**src/rtl/spimw_pkg.sv**
```systemverilog
// Shared types and constants for the SPI write-then-read master.
`timescale 1ns / 1ps
`default_nettype none
package spimw_pkg;

  localparam int unsigned WORD_W  = 32;
  localparam int unsigned CNT_W   = 6;
  localparam int unsigned TIMER_W = 16;
  localparam logic [TIMER_W-1:0] TPU_RESET = 16'd100;

  typedef enum logic [5:0] {
    PH_IDLE   = 6'b000001,
    PH_SETUP  = 6'b000010,
    PH_WRITE  = 6'b000100,
    PH_GAP    = 6'b001000,
    PH_READ   = 6'b010000,
    PH_FINISH = 6'b100000
  } phase_t;

  localparam logic [1:0] STEP_LAST = 2'd3;

  // Sequencer state apart from the shift registers
  typedef struct packed {
    phase_t             phase;
    logic [TIMER_W-1:0] timer;
    logic [1:0]         step;
    logic [CNT_W-1:0]   bitcnt;
    logic [CNT_W-1:0]   write_len;
    logic [CNT_W-1:0]   read_len;
  } seq_state_t;

  // One result item
  typedef struct packed {
    logic [WORD_W-1:0] read_word;
    logic              done;
    logic              busy;
    logic              select_n;
    logic              mosi;
    logic              sclk;
  } result_t;

endpackage
`default_nettype wire

```
**src/rtl/spimw_step.sv**
```systemverilog
// Per-tick next-state and pin logic of the SPI sequencer.
`timescale 1ns / 1ps
`default_nettype none
module spimw_step
  import spimw_pkg::*;
#(
  parameter int unsigned MAX_BITS = 32
) (
  input  seq_state_t          cur,
  input  logic [MAX_BITS-1:0] tx_cur,
  input  logic [MAX_BITS-1:0] rx_cur,
  input  logic                cmd,
  input  logic [WORD_W-1:0]   send_word,
  input  logic [CNT_W-1:0]    write_count,
  input  logic [CNT_W-1:0]    read_count,
  input  logic                miso,
  input  logic [TIMER_W-1:0]  ticks_per_unit,
  output seq_state_t          nxt,
  output logic [MAX_BITS-1:0] tx_nxt,
  output logic [MAX_BITS-1:0] rx_nxt,
  output result_t             res
);

  localparam int unsigned IDX_W = (MAX_BITS > 1) ? $clog2(MAX_BITS) : 1;
  localparam logic [CNT_W:0] MAX_LEN = (CNT_W+1)'(MAX_BITS);

  function automatic logic [CNT_W-1:0] clamp_len(input logic [CNT_W-1:0] v);
    logic [CNT_W:0] w;
    begin
      w = {1'b0, v};
      clamp_len = (w > MAX_LEN) ? MAX_LEN[CNT_W-1:0] : v;
    end
  endfunction

  seq_state_t          s;
  logic [MAX_BITS-1:0] tx_s;
  logic [MAX_BITS-1:0] rx_s;
  logic [MAX_BITS-1:0] tx_load;
  logic [WORD_W-1:0]   rx_low;
  logic [TIMER_W-1:0]  unit;
  logic [TIMER_W:0]    timer_inc;
  logic                unit_end;
  logic [CNT_W-1:0]    bit_idx;
  logic [CNT_W-1:0]    cnt_dec;

  generate
    if (MAX_BITS > WORD_W) begin : g_wide
      assign tx_load = {{(MAX_BITS-WORD_W){1'b0}}, send_word};
      assign rx_low  = rx_s[WORD_W-1:0];
    end else if (MAX_BITS == WORD_W) begin : g_equal
      assign tx_load = send_word;
      assign rx_low  = rx_s;
    end else begin : g_narrow
      assign tx_load = send_word[MAX_BITS-1:0];
      assign rx_low  = {{(WORD_W-MAX_BITS){1'b0}}, rx_s};
    end
  endgenerate

  // Start command is only seen in idle; the start tick is the first setup tick
  always_comb begin
    s    = cur;
    tx_s = tx_cur;
    rx_s = rx_cur;
    if (cur.phase == PH_IDLE && cmd) begin
      tx_s        = tx_load;
      rx_s        = '0;
      s.write_len = clamp_len(write_count);
      s.read_len  = clamp_len(read_count);
      s.phase     = PH_SETUP;
      s.timer     = '0;
      s.step      = '0;
      s.bitcnt    = '0;
    end
  end

  assign unit      = (ticks_per_unit == '0) ? TIMER_W'(1) : ticks_per_unit;
  assign timer_inc = {1'b0, s.timer} + (TIMER_W+1)'(1);
  assign unit_end  = timer_inc >= {1'b0, unit};
  assign bit_idx   = s.bitcnt - CNT_W'(1);
  assign cnt_dec   = (s.bitcnt != '0) ? s.bitcnt - CNT_W'(1) : '0;

  always_comb begin
    res          = '0;
    res.select_n = 1'b1;
    case (s.phase)
      PH_SETUP: res.busy = 1'b1;
      PH_WRITE: begin
        res.busy     = 1'b1;
        res.select_n = 1'b0;
        res.sclk     = (s.step == 2'd1) || (s.step == 2'd2);
        res.mosi     = (s.bitcnt != '0) ? tx_s[bit_idx[IDX_W-1:0]] : 1'b0;
      end
      PH_GAP: begin
        res.busy     = 1'b1;
        res.select_n = 1'b0;
      end
      PH_READ: begin
        res.busy     = 1'b1;
        res.select_n = 1'b0;
        res.sclk     = (s.step <= 2'd1);
      end
      PH_FINISH: begin
        res.busy = 1'b1;
        if (unit_end) begin
          res.done      = 1'b1;
          res.read_word = rx_low;
        end
      end
      default: ;
    endcase
  end

  always_comb begin
    nxt    = s;
    tx_nxt = tx_s;
    rx_nxt = rx_s;
    if (s.phase != PH_IDLE) begin
      if (!unit_end) begin
        nxt.timer = timer_inc[TIMER_W-1:0];
      end else begin
        nxt.timer = '0;
        case (s.phase)
          PH_SETUP: begin
            if (s.write_len != '0) begin
              nxt.phase  = PH_WRITE;
              nxt.step   = '0;
              nxt.bitcnt = s.write_len;
            end else begin
              nxt.phase = PH_GAP;
            end
          end
          PH_WRITE: begin
            if (s.step == STEP_LAST) begin
              nxt.step   = '0;
              nxt.bitcnt = cnt_dec;
              if (cnt_dec == '0) nxt.phase = PH_GAP;
            end else begin
              nxt.step = s.step + 2'd1;
            end
          end
          PH_GAP: begin
            if (s.read_len != '0) begin
              nxt.phase  = PH_READ;
              nxt.step   = '0;
              nxt.bitcnt = s.read_len;
            end else begin
              nxt.phase = PH_FINISH;
            end
          end
          PH_READ: begin
            // MISO sampled at the end of the first clock-high unit
            if (s.step == 2'd0) begin
              if (MAX_BITS > 1) rx_nxt = {rx_s[MAX_BITS-2:0], miso} & {MAX_BITS{1'b1}};
              else rx_nxt = MAX_BITS'(miso);
            end
            if (s.step == STEP_LAST) begin
              nxt.step   = '0;
              nxt.bitcnt = cnt_dec;
              if (cnt_dec == '0) nxt.phase = PH_FINISH;
            end else begin
              nxt.step = s.step + 2'd1;
            end
          end
          default: begin
            nxt.phase  = PH_IDLE;
            nxt.step   = '0;
            nxt.bitcnt = '0;
          end
        endcase
      end
    end
  end

endmodule
`default_nettype wire

```
**src/rtl/spimw_oreg.sv**
```systemverilog
// Result register between the sequencer and the output stream.
`timescale 1ns / 1ps
`default_nettype none
module spimw_oreg
  import spimw_pkg::*;
(
  input  logic    clk,
  input  logic    rst_n,
  input  logic    load_valid,
  output logic    load_ready,
  input  result_t load_res,
  output logic    res_valid,
  input  logic    res_ready,
  output result_t res_q
);

  logic    valid_r;
  result_t res_r;

  // Refill in the same cycle the held result is taken
  assign load_ready = !valid_r || res_ready;
  assign res_valid  = valid_r;
  assign res_q      = res_r;

  always_ff @(posedge clk) begin
    if (!rst_n) begin
      valid_r <= 1'b0;
    end else if (load_ready) begin
      valid_r <= load_valid;
    end
  end

  always_ff @(posedge clk) begin
    if (load_ready && load_valid) begin
      res_r <= load_res;
    end
  end

endmodule
`default_nettype wire

```
**src/rtl/spi_master_write_then_read.sv**
```systemverilog
// Top level: tick-driven SPI master, mode 0, MSB first, write then read.
// A tick's result is registered and offered in the cycle after its transfer is accepted.
// One tick per cycle while the output stream does not stall; the state update and pin logic are combinational.
// Reset (synchronous, rst_n low): sequencer idle, select high, clock and data low,
// output stream empty, ticks_per_unit back to 100.
`timescale 1ns / 1ps
`default_nettype none
module spi_master_write_then_read
  import spimw_pkg::*;
#(
  parameter int unsigned MAX_BITS = 32
) (
  input  logic        clk,
  input  logic        rst_n,
  input  logic        in_tvalid,
  output logic        in_tready,
  // [31:0] send_word, [37:32] write_count, [43:38] read_count, [44] miso_level
  input  logic [47:0] in_tdata,
  // [0] cmd
  input  logic        in_tuser,
  output logic        out_tvalid,
  input  logic        out_tready,
  // [0] sclk_level, [1] mosi_level, [2] select_n, [3] busy_res, [35:4] read_word
  output logic [39:0] out_tdata,
  output logic        out_tlast,
  input  logic        cfg_valid,
  output logic        cfg_ready,
  input  logic [15:0] cfg_data
);

  logic [TIMER_W-1:0]  tpu_r;
  seq_state_t          st_r, st_nxt;
  logic [MAX_BITS-1:0] tx_r, tx_nxt;
  logic [MAX_BITS-1:0] rx_r, rx_nxt;
  result_t             step_res;
  result_t             out_res;
  logic                in_acc;

  assign cfg_ready = 1'b1;
  assign in_acc    = in_tvalid && in_tready;

  always_ff @(posedge clk) begin
    if (!rst_n) begin
      tpu_r <= TPU_RESET;
    end else if (cfg_valid && cfg_ready) begin
      tpu_r <= cfg_data;
    end
  end

  spimw_step #(
    .MAX_BITS(MAX_BITS)
  ) u_step (
    .cur           (st_r),
    .tx_cur        (tx_r),
    .rx_cur        (rx_r),
    .cmd           (in_tuser),
    .send_word     (in_tdata[31:0]),
    .write_count   (in_tdata[37:32]),
    .read_count    (in_tdata[43:38]),
    .miso          (in_tdata[44]),
    .ticks_per_unit(tpu_r),
    .nxt           (st_nxt),
    .tx_nxt        (tx_nxt),
    .rx_nxt        (rx_nxt),
    .res           (step_res)
  );

  always_ff @(posedge clk) begin
    if (!rst_n) begin
      st_r.phase     <= PH_IDLE;
      st_r.timer     <= '0;
      st_r.step      <= '0;
      st_r.bitcnt    <= '0;
      st_r.write_len <= '0;
      st_r.read_len  <= '0;
      tx_r           <= '0;
      rx_r           <= '0;
    end else if (in_acc) begin
      st_r <= st_nxt;
      tx_r <= tx_nxt;
      rx_r <= rx_nxt;
    end
  end

  spimw_oreg u_oreg (
    .clk       (clk),
    .rst_n     (rst_n),
    .load_valid(in_tvalid),
    .load_ready(in_tready),
    .load_res  (step_res),
    .res_valid (out_tvalid),
    .res_ready (out_tready),
    .res_q     (out_res)
  );

  assign out_tdata = {4'b0000, out_res.read_word, out_res.busy, out_res.select_n,
                      out_res.mosi, out_res.sclk};
  assign out_tlast = out_res.done;

  // Done only ever comes inside a transfer
  a_done_busy: assert property (@(posedge clk) disable iff (!rst_n)
    out_tvalid && out_tlast |-> out_tdata[3])
    else $error("done without busy");

  // Read word is zero except on the done tick
  a_word_zero: assert property (@(posedge clk) disable iff (!rst_n)
    out_tvalid && !out_tlast |-> out_tdata[35:4] == '0)
    else $error("read word outside done");

  // Select is only low while busy
  a_sel_busy: assert property (@(posedge clk) disable iff (!rst_n)
    out_tvalid && !out_tdata[2] |-> out_tdata[3])
    else $error("select low while idle");

  // A plain tick in idle leaves the sequencer idle
  a_idle_hold: assert property (@(posedge clk) disable iff (!rst_n)
    in_acc && !in_tuser && st_r.phase == PH_IDLE |=> st_r.phase == PH_IDLE)
    else $error("left idle without start");

endmodule
`default_nettype wire
```
**config.mk**
```make
export PLATFORM = sky130hd
export DESIGN_NAME = spi_master_write_then_read
export DESIGN_NICKNAME = d
export VERILOG_FILES = /design/src/rtl/spimw_pkg.sv /design/src/rtl/spimw_step.sv /design/src/rtl/spimw_oreg.sv /design/src/rtl/spi_master_write_then_read.sv
export SDC_FILE = /design/constraint.sdc
export NUM_CORES = 1
export LEC_CHECK = 0
export BUFFER_PORTS_ARGS = -buffer_cell sky130_fd_sc_hd__buf_2
export CORE_MARGIN = 8
export CORE_UTILIZATION = 35
export CTS_CLUSTER_SIZE = 25
export DETAILED_ROUTE_END_ITERATION = 8
export PLACE_DENSITY = 0.58
export SLEW_MARGIN = 10
export SYNTH_ARGS = -nofsm -noshare
export SYNTH_HDL_FRONTEND = slang
export SYNTH_SLANG_ARGS = --single-unit
```
**constraint.sdc**
```tcl
create_clock -name clk -period 8 [get_ports clk]
set_clock_uncertainty 0.05 [all_clocks]
set_input_delay 2.4 -clock clk [delete_from_list [all_inputs] [get_ports clk]]
set_output_delay 2.4 -clock clk [all_outputs]
set_load 0.02 [all_outputs]
```
==> run summary, run 1 <==
global-route wire length before repair = 33.1 mm
Crit. End Element = flop
Synth Area in Compound Gates = 18.0%
post-synthesis cell area = 7990 sq um
Design Power = 1.88 mW
largest net degree at the start of global routing = 55
Multi-input gate area = 4000 sq um
CP Class = in -> reg
switching power = 0.476 mW
Critical-path top delay cell = a21oi_1
Inserted Diodes = 0
post-layout util = 41.1%
CTS tree = yes
initial antenna violation count = 0
CP Data Required Time = 8270 ps
worst-path cell chain = buf_2 > and3b_1 > nand2_4 > and2_1 > ha_1 > and2_1 > nand4_1 > nor2_1 > xnor2_1 > nor2_1 > ha_1 > a41oi_1 > o221ai_1 > a21oi_1 > o31a_1 > a21oi_1 > o21ai_0 > a32o_1
I/O Pins = 114
Commonest cells post-synth = nand2_1, dfxtp_1, a21oi_1
Final Cycle Share = 81.6%
clock sink total = 160
vias in the first global route = 6474
WP data arrival = 6790 ps
crit-path max FO = 25
CTS resizes = 0
overall routing resource usage = 14.2%
largest cells by area after synthesis = dfxtp_1, edfxtp_1, nand2_1, a21oi_1, a22o_1
core region area = 22500 sq um
post-synthesis sequential area ratio = 44.8%
initial core utilization = 35.5%
# Post-CTS Setup Buffers = 0
layout cells sized above 1 = 17.3%
Final HPWL DP = 13.5 mm
Cell Int Power = 1.40 mW
antenna viol nets, final = 0
max cap viols = 0
Syn Inst Count = 907
H-tree levels = 4
CP Buf/Inv Count = 1
Slew HR = 35.1%
Synth Area in XOR/XNOR = 1.54%
die width = 167 microns
CP delay by family, top = compound AO/OA/AOI/OAI gates
Worst VDD drop = 112 uV
cts hold-fix bufs = 0
Final Hold Viols = 0
WL per Instance = 15.7 microns
fin nets = 1070
met3 Track Usage GR = 3.64%
main combinational cell family by area after synthesis = simple AND/OR/NAND/NOR gates
met1 Usage GRT = 19.4%
met2 GRT Util = 21.8%
Die H = 167 microns
Clock Power Share = 44.7%
pre-CTS worst setup slack = 1090 ps
post-synth top area share = 30.8%
top cell type by total area after synthesis = dfxtp_1
grt peak-use layer = met2
RSZ-0062 raised after global routing = false
Pwr per Cell Area = 203 nW/um^2
Worst Max-Slew Pin Slew = 973 ps
status = finished clean
cts bufs inserted = 17
mux contribution to synthesized area = 4.25%
Post-Synth Simple-Gate Area = 22.6%
vias = 6671
DRC violations left = 0
CP peak stage delay = 710 ps
Placer Congestion = 0.879
DRT Wirelength = 20.1 mm
clk buf depth = 2
Avg Synthesized Cell Area = 8.80 sq um
Final min period = 6530 ps
initial DRC count = 463
FF+latch area = 3570 sq um
area grow syn2layout = 15.8%
Setup TNS Final = 0 ps
# fillers = 2258
part of the power in registers = 46.0%
setup violators final = 0
Ys Warns = 0
Most used DFF post-synth = dfxtp_1
num rows = 55
number of synthesized flops with an enable pin = 37
Leak = 3.56 nW
port buffer count = 105
fin worst setup slack = 1470 ps
clk root buf = clkbuf_16
switching share of power = 25.3%
type of origin of the critical path = primary input
count leader, synth = nand2_1
fraction of the mapped netlist area in adder cells = 3.29%
fmax = 0.153 GHz
synth unique cells = 76
number of synthesized register bits = 160
max-slew violation count = 0
worst min path class = reg -> reg
gr ovfl total = 0
routed vias/inst = 5.22
clk_lat worst skew = 430 ps
Detailed Routing Iterations Pass 1 = 4
Reg clk slew, reported paths = 60 ps
Synth async-reset ratio = 0%
Logic pwr share = 9.3%
area of the die = 27900 sq um
power by group through the flow:
stage | Clock (mW) | Sequential [mW] | Combinational, mW
after floorplan | 0 | 0.892 | 0.105
after global placement | 0 | 0.882 | 0.174
after detailed placement | 0 | 0.882 | 0.176
after CTS | 0.861 | 0.864 | 0.177
after global routing | 0.897 | 0.867 | 0.194
final | 0.840 | 0.864 | 0.175
metrics by stage:
| step | instances | hold slack (ps) | instance area, sq um |
|---|---|---|---|
| CTS | 1277 | 402 | 9250 |
| detailed placement | 1245 | 393 | 8640 |
| floorplan | 910 | 378 | 8000 |
| finish | 1277 | 399 | 9250 |
| global placement | 1245 | 385 | 8640 |
| global route | 1277 | 420 | 9250 |
worst register-to-register path: stages, from the launching register on:
cell and delay (ps):
dfxtp_1 440, and3b_1 460, nand2_4 300, and2_1 300, ha_1 210, and2_1 210, nand4_1 170, nor2_1 70
xnor2_1 140, nor2_1 70, ha_1 340, a41oi_1 120, o221ai_1 180, a21oi_1 120, o31a_1 170, a21oi_1 710
o21ai_0 300, a32o_1 330
state kept, by name, summed over array words and instances, names as in the netlist:
signal / flops
st_r: 42
u_oreg.res_q: 37
rx_r: 32
tx_r: 32
tpu_r: 16
u_oreg.res_valid: 1
cell usage in the layout (no fill, tap or decap), drive strengths merged, types with 8 or more instances in the layout:
master and count:
nor2 61, and2 38, edfxtp 37, nand2 148, a211oi 8, nand3 33
nand4 11, dfxtp 123, nor4 14, clkbuf 17, ha 21, a22o 31
o22ai 9, a21oi 104, nand3b 13, mux2i 26, o21ai 22, xnor2 8
inv 33, buf 115
layout make-up:
class	instances	area share, %
Clock inverter	15	1.96
Inverter	28	1.14
Multi-Input combinational cell	657	43.3
Tap cell	285	3.86
Clock buffer	17	4.60
Sequential cell	160	38.6
Timing Repair Buffer	115	6.50
final timing paths:
path                            cells past startpoint                  start                     to  slack (ps)
worst max-delay path                               18               in_tuser  st_r[38]$_SDFFE_PN0P_        1470
worst min-delay path                                2  tx_r[19]$_SDFFE_PN0P_  tx_r[19]$_SDFFE_PN0P_         400
worst max register to register                     17  st_r[36]$_SDFFE_PN1P_  st_r[38]$_SDFFE_PN0P_        3190
worst min register to register                      2  tx_r[19]$_SDFFE_PN0P_  tx_r[19]$_SDFFE_PN0P_         400
cells by family after synthesis:
family	count (synthesis)
other	2
and+or+nand+nor	361
DFF	160
buffers and inverters	93
adders and majority gates	21
muxes	33
xor gates and xnor gates	14
AOI/OAI and AO/OA	223
per-layer routing:
layer	wire length (microns)	up-vias	share of wire (%)
li1	-	3368	-
met1	10000	3098	50
met2	8690	186	43
met3	1200	19	6.0
met4	214	0	1.1
met5	0	-	0
Note: power is estimated with default switching activity, not from simulation.
==> inputs of run 2 (changes only) <==
==> constraint.sdc (replaced) <==
create_clock -name clk -period 6.5 [get_ports clk]
set_clock_uncertainty 0.05 [all_clocks]
set_input_delay 1.95 -clock clk [delete_from_list [all_inputs] [get_ports clk]]
set_output_delay 1.95 -clock clk [all_outputs]
set_load 0.02 [all_outputs]
==> run 2 against run 1 <==
Net effect:
- setup slack worse by 500 ps
- non-clock buffer count is 4 higher
- via count up 0.12%
- sequential share of layout area decreased by 0.11 points
- total power grew 24%
- worst hold slack hardly changed
- die area did not move
- register-to-register slack lost 1000 ps
- cell area grew 0.30%
- critical path type unchanged
- largest cell class unchanged
- largest power group unchanged
==> run summary, run 2 (same netlist as run 1, synthesis figures left out) <==
worst r2r path cells = 17
Slew HR = 28.4%
cts hold-fix bufs = 0
worst min path class = reg -> reg
RSZ-0062 raised after global routing = false
crit-path max FO = 11
type of origin of the critical path = primary input
area of the die = 27900 sq um
Final HPWL DP = 14.0 mm
setup violators final = 0
area grow syn2layout = 16.1%
WP data arrival = 5810 ps
layout cells sized above 1 = 17.7%
core region area = 22500 sq um
Pwr per Cell Area = 251 nW/um^2
status = finished clean
DRT Wirelength = 20.4 mm
Non-Filler Instances = 1281
Worst Hold Path Cells = 2
fin nets = 1074
Final min period = 5530 ps
clk buf depth = 2
vias in the first global route = 6511
most common cell after layout, fill and taps aside = nand2_1
Worst VDD drop = 157 uV
gr ovfl total = 0
fmax = 0.181 GHz
Leak = 3.58 nW
DRC violations left = 0
reg2reg setup slack = 2140 ps
Placer Congestion = 0.852
initial DRC count = 391
reg2reg start = st_r[38]$_SDFFE_PN0P_
CP Class = in -> reg
clock sink total = 160
max-slew violation count = 0
num rows = 55
overall routing resource usage = 14.5%
CTS tree = yes
Die H = 167 microns
initial antenna violation count = 0
fin worst setup slack = 969 ps
Setup TNS Final = 0 ps
max FFs per register = 42
Final Hold Viols = 0
most frequent cells in the layout = nand2_1, dfxtp_1, buf_2
global-route wire length before repair = 33.6 mm
Worst Max-Slew Pin Slew = 1070 ps
Final Cycle Share = 85.1%
CP Data Required Time = 6780 ps
vias = 6679
antenna viol nets, final = 0
max cap viols = 0
I/O Pins = 114
largest net degree at the start of global routing = 58
Crit. End Element = flop
initial core utilization = 35.5%
port buffer count = 105
Reg clk slew, reported paths = 70 ps
Hold Path End = tx_r[13]$_SDFFE_PN0P_
pre-CTS worst setup slack = 566 ps
clk root buf = clkbuf_16
worst hold start = tx_r[13]$_SDFFE_PN0P_
cts bufs inserted = 17
H-tree levels = 4
clk_lat worst skew = 430 ps
Detailed Routing Iterations Pass 1 = 5
Biggest register = st_r
CTS resizes = 0
die width = 167 microns
# Post-CTS Setup Buffers = 0
Inserted Diodes = 0
routed vias/inst = 5.21
WL per Instance = 15.9 microns
Post-Place Cells = 1249
r2r endpoint = st_r[38]$_SDFFE_PN0P_
## run 2: how the worst max path moves through the flow
stage | from | endpoint | slack (ps) | cells after the start
6_report | in_tuser | st_r[38]$_SDFFE_PN0P_ | 970 | 18
2_1_floorplan | in_tuser | u_oreg.res_q[28]$_SDFFCE_PN0P_ | 690 | 20
5_1_grt | in_tuser | st_r[38]$_SDFFE_PN0P_ | 560 | 18
4_1_cts | in_tuser | st_r[38]$_SDFFE_PN0P_ | 1000 | 18
3_5_place_dp | in_tuser | st_r[38]$_SDFFE_PN0P_ | 570 | 18
3_3_place_gp | in_tuser | st_r[38]$_SDFFE_PN0P_ | 590 | 18
## run 2: layout make-up
type | count | area (sq um)
clock inverter | 15 | 179
multi-input combinational | 657 | 4000
clock buffer | 17 | 425
fill | 2263 | 13200
timing repair buffer | 119 | 631
tap | 285 | 357
sequential | 160 | 3570
inverter | 28 | 105
## run 2: critical path: stages
cell	delay (ps)
buf_2	150
and3b_1	230
nand2_4	70
and2_1	190
ha_1	210
and2_1	230
nand4_1	190
nor2_1	150
xnor2_1	130
nor2_1	80
ha_1	310
a41oi_1	120
o221ai_1	190
a21oi_1	120
o31a_1	170
a21oi_1	670
o21ai_0	310
a32o_1	330
## run 2: metal layers
metal	vias to the layer above	track usage (%)	part of all wire, %
met1	3110	19.8	50
met5	-	0	0
li1	3380	-	-
met3	18	3.31	5.7
met2	171	22.1	43
met4	0	5.41	1.4
## run 2: stage by stage
| stage | hold WS, ps | total power, mW | area, sq um | util, % |
|---|---|---|---|---|
| floorplan | 378 | 1.23 | 8000 | - |
| global placement | 386 | 1.30 | 8670 | 38.5 |
| detailed placement | 393 | 1.31 | 8670 | 38.5 |
| CTS | 403 | 2.34 | 9270 | 41.2 |
| global route | 415 | 2.41 | 9270 | 41.2 |
| finish | 400 | 2.33 | 9270 | 41.2 |
## run 2: power by group
group	switching (mW)	leakage [nW]	internal (mW)	total, mW
combinational	0.146	1.92	0.0727	0.218
clock	0.434	0.292	0.608	1.04
sequential	0.0165	1.36	1.05	1.06
total	0.597	3.58	1.73	2.33
